==> config.mk <==
export PLATFORM = sky130hd
export DESIGN_NAME = cdq_cell
export DESIGN_NICKNAME = d
export VERILOG_FILES = /design/src/cdq_pkg.sv /design/src/cdq_cell.sv
export SDC_FILE = /design/constraint.sdc
export NUM_CORES = 1
export LEC_CHECK = 0
export BUFFER_PORTS_ARGS = -buffer_cell sky130_fd_sc_hd__buf_2
export CORE_MARGIN = 1
export CORE_UTILIZATION = 45
export CTS_CLUSTER_DIAMETER = 50
export CTS_CLUSTER_SIZE = 16
export DETAILED_ROUTE_END_ITERATION = 10
export MAX_ROUTING_LAYER = met4
export PLACE_DENSITY = 0.95
export SLEW_MARGIN = 20
export SYNTH_ARGS = -nofsm -noshare
export SYNTH_HDL_FRONTEND = slang
export SYNTH_SLANG_ARGS = --single-unit
==> constraint.sdc <==
create_clock -name clk -period 7.73 [get_ports clk]
set_input_delay 0.773 -clock clk [delete_from_list [all_inputs] [get_ports clk]]
set_output_delay 0.773 -clock clk [all_outputs]
set_load 0.05 [all_outputs]
==> src/cdq_pkg.sv <==
package cdq_pkg;

  localparam int FUNC_W   = 3;
  localparam int WORD_W   = 32;
  localparam int STATUS_W = 2;
  localparam int OCC_W    = 8;

  // request codes
  localparam logic [FUNC_W-1:0] FUNC_PUSH_FRONT = 3'd0;
  localparam logic [FUNC_W-1:0] FUNC_PUSH_BACK  = 3'd1;
  localparam logic [FUNC_W-1:0] FUNC_POP_FRONT  = 3'd2;
  localparam logic [FUNC_W-1:0] FUNC_POP_BACK   = 3'd3;
  localparam logic [FUNC_W-1:0] FUNC_PEEK_FRONT = 3'd4;
  localparam logic [FUNC_W-1:0] FUNC_PEEK_BACK  = 3'd5;

  // result status codes
  localparam logic [STATUS_W-1:0] STATUS_DONE  = 2'd0;
  localparam logic [STATUS_W-1:0] STATUS_FULL  = 2'd1;
  localparam logic [STATUS_W-1:0] STATUS_EMPTY = 2'd2;

  // per-cycle command broadcast to every cell
  typedef enum logic [1:0] {
    CELL_HOLD,
    CELL_SHIFT_UP,    // take left neighbor (push front)
    CELL_SHIFT_DOWN,  // take right neighbor (pop front)
    CELL_WRITE_BACK   // first free cell takes the pushed word
  } cell_op_t;

endpackage

==> src/cdq_cell.sv <==
module cdq_cell #(
  parameter int DATA_WIDTH = 32,
  parameter int CW         = 8,
  parameter int IDX        = 0
) (
  input  logic                  clk,
  input  cdq_pkg::cell_op_t     op,
  input  logic [CW-1:0]         cnt,
  input  logic [DATA_WIDTH-1:0] word,
  input  logic [DATA_WIDTH-1:0] left_q,
  input  logic [DATA_WIDTH-1:0] right_q,
  output logic [DATA_WIDTH-1:0] q,
  output logic [DATA_WIDTH-1:0] tap
);
  import cdq_pkg::*;

  localparam logic [CW-1:0] MY_IDX  = CW'(IDX);
  localparam logic [CW-1:0] MY_NEXT = CW'(IDX + 1);

  logic [DATA_WIDTH-1:0] data_r, data_nxt;

  always_comb begin
    case (op)
      CELL_SHIFT_UP:   data_nxt = left_q;
      CELL_SHIFT_DOWN: data_nxt = right_q;
      CELL_WRITE_BACK: data_nxt = (cnt == MY_IDX) ? word : data_r;
      default:         data_nxt = data_r;
    endcase
  end

  always_ff @(posedge clk) begin
    data_r <= data_nxt;
  end

  assign q   = data_r;
  // only the back cell drives the gather tree
  assign tap = (cnt == MY_NEXT) ? data_r : '0;

endmodule

# After elaboration in Yosys (flattened, before gate mapping)
# Cells that the tools add are included.
[word_totals] inputBits=107 wordCells=12 output_inout_bits=64 ff_bits=32
[classes] eq_ne=5 muxes=3 reduce_logical=3
[op_table] cell="32-bit one-hot mux with 3 select lines" n=1
[op_table] cell="32-bit 2-to-1 mux" n=2
[op_table] cell="8-bit by 1-bit equality test with 1-bit output, second input constant" n=1
[op_table] cell="8-bit logical NOT" n=1
[op_table] cell="2-bit equality test, second input constant" n=2
[op_table] cell="3-bit nonzero test" n=1
[op_table] cell="2-bit by 1-bit equality test with 1-bit output, second input constant" n=1
[op_table] cell="2-bit != test, second input constant" n=1
[op_table] cell="2-bit AND reduction" n=1

# Longest topological paths before layout
[logic_depth] word_depth=3 ltp_mapped=5 ltp_nobuf=4

# Worst setup path after synthesis
# OpenSTA, ideal clock, no wires.
[synth_path] path_kind="in2reg" startpoint="input port cnt[5]" endpoint="register data_r[0] (netlist: q[0]) (enable)" arrival_time_ns=3.979 n_path_buf=1 setup_time_ns=0.472 slack_ns=3.279 required_time_ns=7.258 path_stages=3 cell_sequence="or4_4 -> buf_6 -> o32ai_1"
[synth_via] elab_chain_len=3
[synth_lines] item="from (decl)" line_no="cdq_cell.sv:8" source="input logic [CW-1:0] cnt,"
[synth_lines] item="8-bit logical NOT" line_no="cdq_cell.sv:26" source="CELL_WRITE_BACK: data_nxt = (cnt == MY_IDX) ? word : data_r;"
[synth_lines] item="2-bit != test (no source line)"
[synth_lines] item="2-bit AND reduction (no source line)"
[synth_lines] item="to (signal assigned)" line_no="cdq_cell.sv:32" source="data_r <= data_nxt;"
[synth_lines] item="to (decl)" line_no="cdq_cell.sv:20" source="logic [DATA_WIDTH-1:0] data_r, data_nxt;"
# Every way passes these cells.
# A chain may end at the register's enable or synchronous reset.

# Final worst setup path
[layout_path] startpoint="input port cnt[1]" endpoint="output port tap[10]"
[layout_via] elab_chain_len=2
[layout_lines] item="8-bit by 1-bit equality test with 1-bit output" line_no="cdq_cell.sv:37" source="assign tap = (cnt == MY_NEXT) ? data_r : '0;"
[layout_lines] item="32-bit 2-to-1 mux" line_no="cdq_cell.sv:37"
[layout_lines] item="to (decl)" line_no="cdq_cell.sv:13" source="output logic [DATA_WIDTH-1:0] tap"
# Every way passes these cells.

==> impl_metrics.csv <==
group,metric,value,unit
clock_network,htree_num_levels,2,
sta,fin_crit_sh,41.2,%
sta,rsz0062_at_grt,"false",
synthesis,synth.ff_latch_count,32,
synthesis,synth_nets,407,
detailed_routing,vias,2886,
global_route,grt_pass1_wl,12100,µm
sta,period_needed,3190,ps
layout,final_core_util,64.4,%
sta,relSlewSlack,27.9,%
synthesis,yosys.area.top_type,"edfxtp_1",
die,die_x,79.6,µm
run,cap_violations,0,
place,io_buffers,170,
synthesis,synth_top_flop_cell,"edfxtp_1",
status,status,"completed",
detailed_routing,wl_per_cell,15.8,µm
sta,finalSetupViolations,0,
clock_network,cts_setup_buffers,0,
synthesis,synth_area,2710,µm²
critical_path,worst_setup_path_end_kind,"primary output",
global_route,grt_antenna_before_repair,0,
clock_network,cts_hold_buf,0,
place,place_ws,4370,ps
place,place_congestion,0.853,
detailed_routing,avgViaCountPerCell,5.58,
layout,antennaDiodeCount,0,
synthesis,synth_edf_count,32,
power,p_leak,1.58,nW
power,powerDensity,170,nW/µm²
sta,setup_tns,0,ps
detailed_routing,dr.pass1.iters,4,
synthesis,synthesis.area_per_instance,9.12,µm²
sta,hold_violations,0,
critical_path,startpoint,"cnt[1]",
synthesis,synthTopCellsByCount,"35 x inv_1, 33 x nand2b_1",
global_route,overflow,0,
synthesis,synth_cells,297,
global_route,grt_max_degree,67,
die,core,5640,µm²
layout,syn_to_final_growth,34.0,%
critical_path,crit_path_start_kind,"primary input",
clock_network,cts_buffers,5,
synthesis,yosysTopAreaCellShare,35.5,%
die,initial_core_util,48.0,%
synthesis,yosysWarnings,0,
clock_network,tritoncts,"built",
die,ioPinCount,171,
synthesis,ys_types,18,
layout,regArea,961,µm²
clock_network,clock-sinks,32,
layout,nets,554,
critical_path,critPathArrivalTime,2420,ps
global_route,grt_usage,25.5,%
layout,multi_input_area,1480,µm²
die,num_rows,27,
synthesis,synth.area.top_cells,"edfxtp_1 35%, nor4_2 12%, a32oi_1 10%, nand2b_1 7.6%, nor2b_1 7.4%",
detailed_routing,drt_wl_total,8150,µm
die,die_area,6340,µm²
layout,drive_gt1_share,48.3,%
place,place_hpwl,5690,µm
critical_path,critPathMaxFanout,33,
sta,slew_viol_final,0,
synthesis,async_flop_share,0,%
critical_path,crit_required,6960,ps
sta,fmax,0.314,GHz
die,die_y,79.6,µm
global_route,grt_pass1_vias,2735,
detailed_routing,drt_iter0_markers,165,
synthesis,synth_most_common_cell,"inv_1",
clock_network,root_buffer,"clkbuf_8",
min_path,hp-start,"right_q[16]",
clock_network,cts_buffer_depth,2,
synthesis,yosysSeqAreaShare,35.5,%
detailed_routing,ant_nets,0,
min_path,hold_class,"in -> reg",
sta,tightest_slew,1080,ps
sta,finalWorstSetupSlack,4540,ps
power,ir_worst_vdd,0.0928,mV
clock_network,post_cts_resized,0,
clock_network,clk_pin_slew_worst_paths,70,ps
detailed_routing,remaining_drc_errors,0,
layout,fillerInstances,468,
critical_path,criticalPathCategory,"in -> out",
layout,largest_reg_flops,32,
-- worst paths after layout --
check             endpoint  slack (ps)  depth (start not counted)
setup / recovery   tap[10]        4540                          4
hold / removal       q[16]         870                          3
-- layout by cell type (no fill, tap or decap), drive strengths merged --
| cell | instances |
|---|---|
| clkbuf | 6 |
| or3 | 1 |
| or4 | 1 |
| nor2b | 32 |
| o32ai | 1 |
| nor4 | 32 |
| a32oi | 32 |
| buf | 171 |
| nand2 | 32 |
| clkinv | 1 |
| nand3 | 32 |
| edfxtp | 32 |
| nand2b | 33 |
| inv | 35 |
| bufinv | 1 |
| ha | 3 |
-- metrics by stage --
| step | hold slack (ps) | instances | total power, W | area, µm² |
|---|---|---|---|---|
| after floorplan | 1030 | 297 | 0.000394 | 2710 |
| final | 866 | 517 | 0.000617 | 3630 |
| after CTS | 853 | 517 | 0.000620 | 3620 |
| after global placement | 1130 | 509 | 0.000456 | 3510 |
| after detailed placement | 1150 | 509 | 0.000462 | 3510 |
| after global routing | 855 | 517 | 0.000642 | 3630 |
-- metal layers --
metal / part of all wire (%) / GRT usage, %
met5: 0 / -
met4: 2.7 / 11.6
met3: 6.1 / 3.20
met2: 52 / 47.1
met1: 39 / 26.8
-- logic make-up after synthesis --
logic type	share of synthesized area [%]
AOI/OAI and AO/OA	10.7
adders and majority gates	1.39
buffers and inverters	11.2
DFF	35.5
and+or+nand+nor	41.3
-- cell type report --
class                   instances  share of cell area, %
flip-flops and latches         32                   26.5
well taps                      72                   2.48
repair buffers                171                   23.6
inverters                      35                   3.62
multi-input cells             199                   40.8
clock buffers                   6                   2.00
clock inverters                 2                  0.965
-- power by group --
group	total (W)	switching [W]	leakage, nW	internal, W
Clock	0.000157	0.0000612	0.0552	0.0000956
Combinational	0.000224	0.000162	1.22	0.0000624
Sequential	0.000236	0.0000131	0.306	0.000223
Total	0.000617	0.000236	1.58	0.000381
-- critical path, stage by stage --
cell and delay (ps):
buf_2 90, or3_2 910, nor4_2 310, buf_2 320
(Power assumes the default switching activity.)
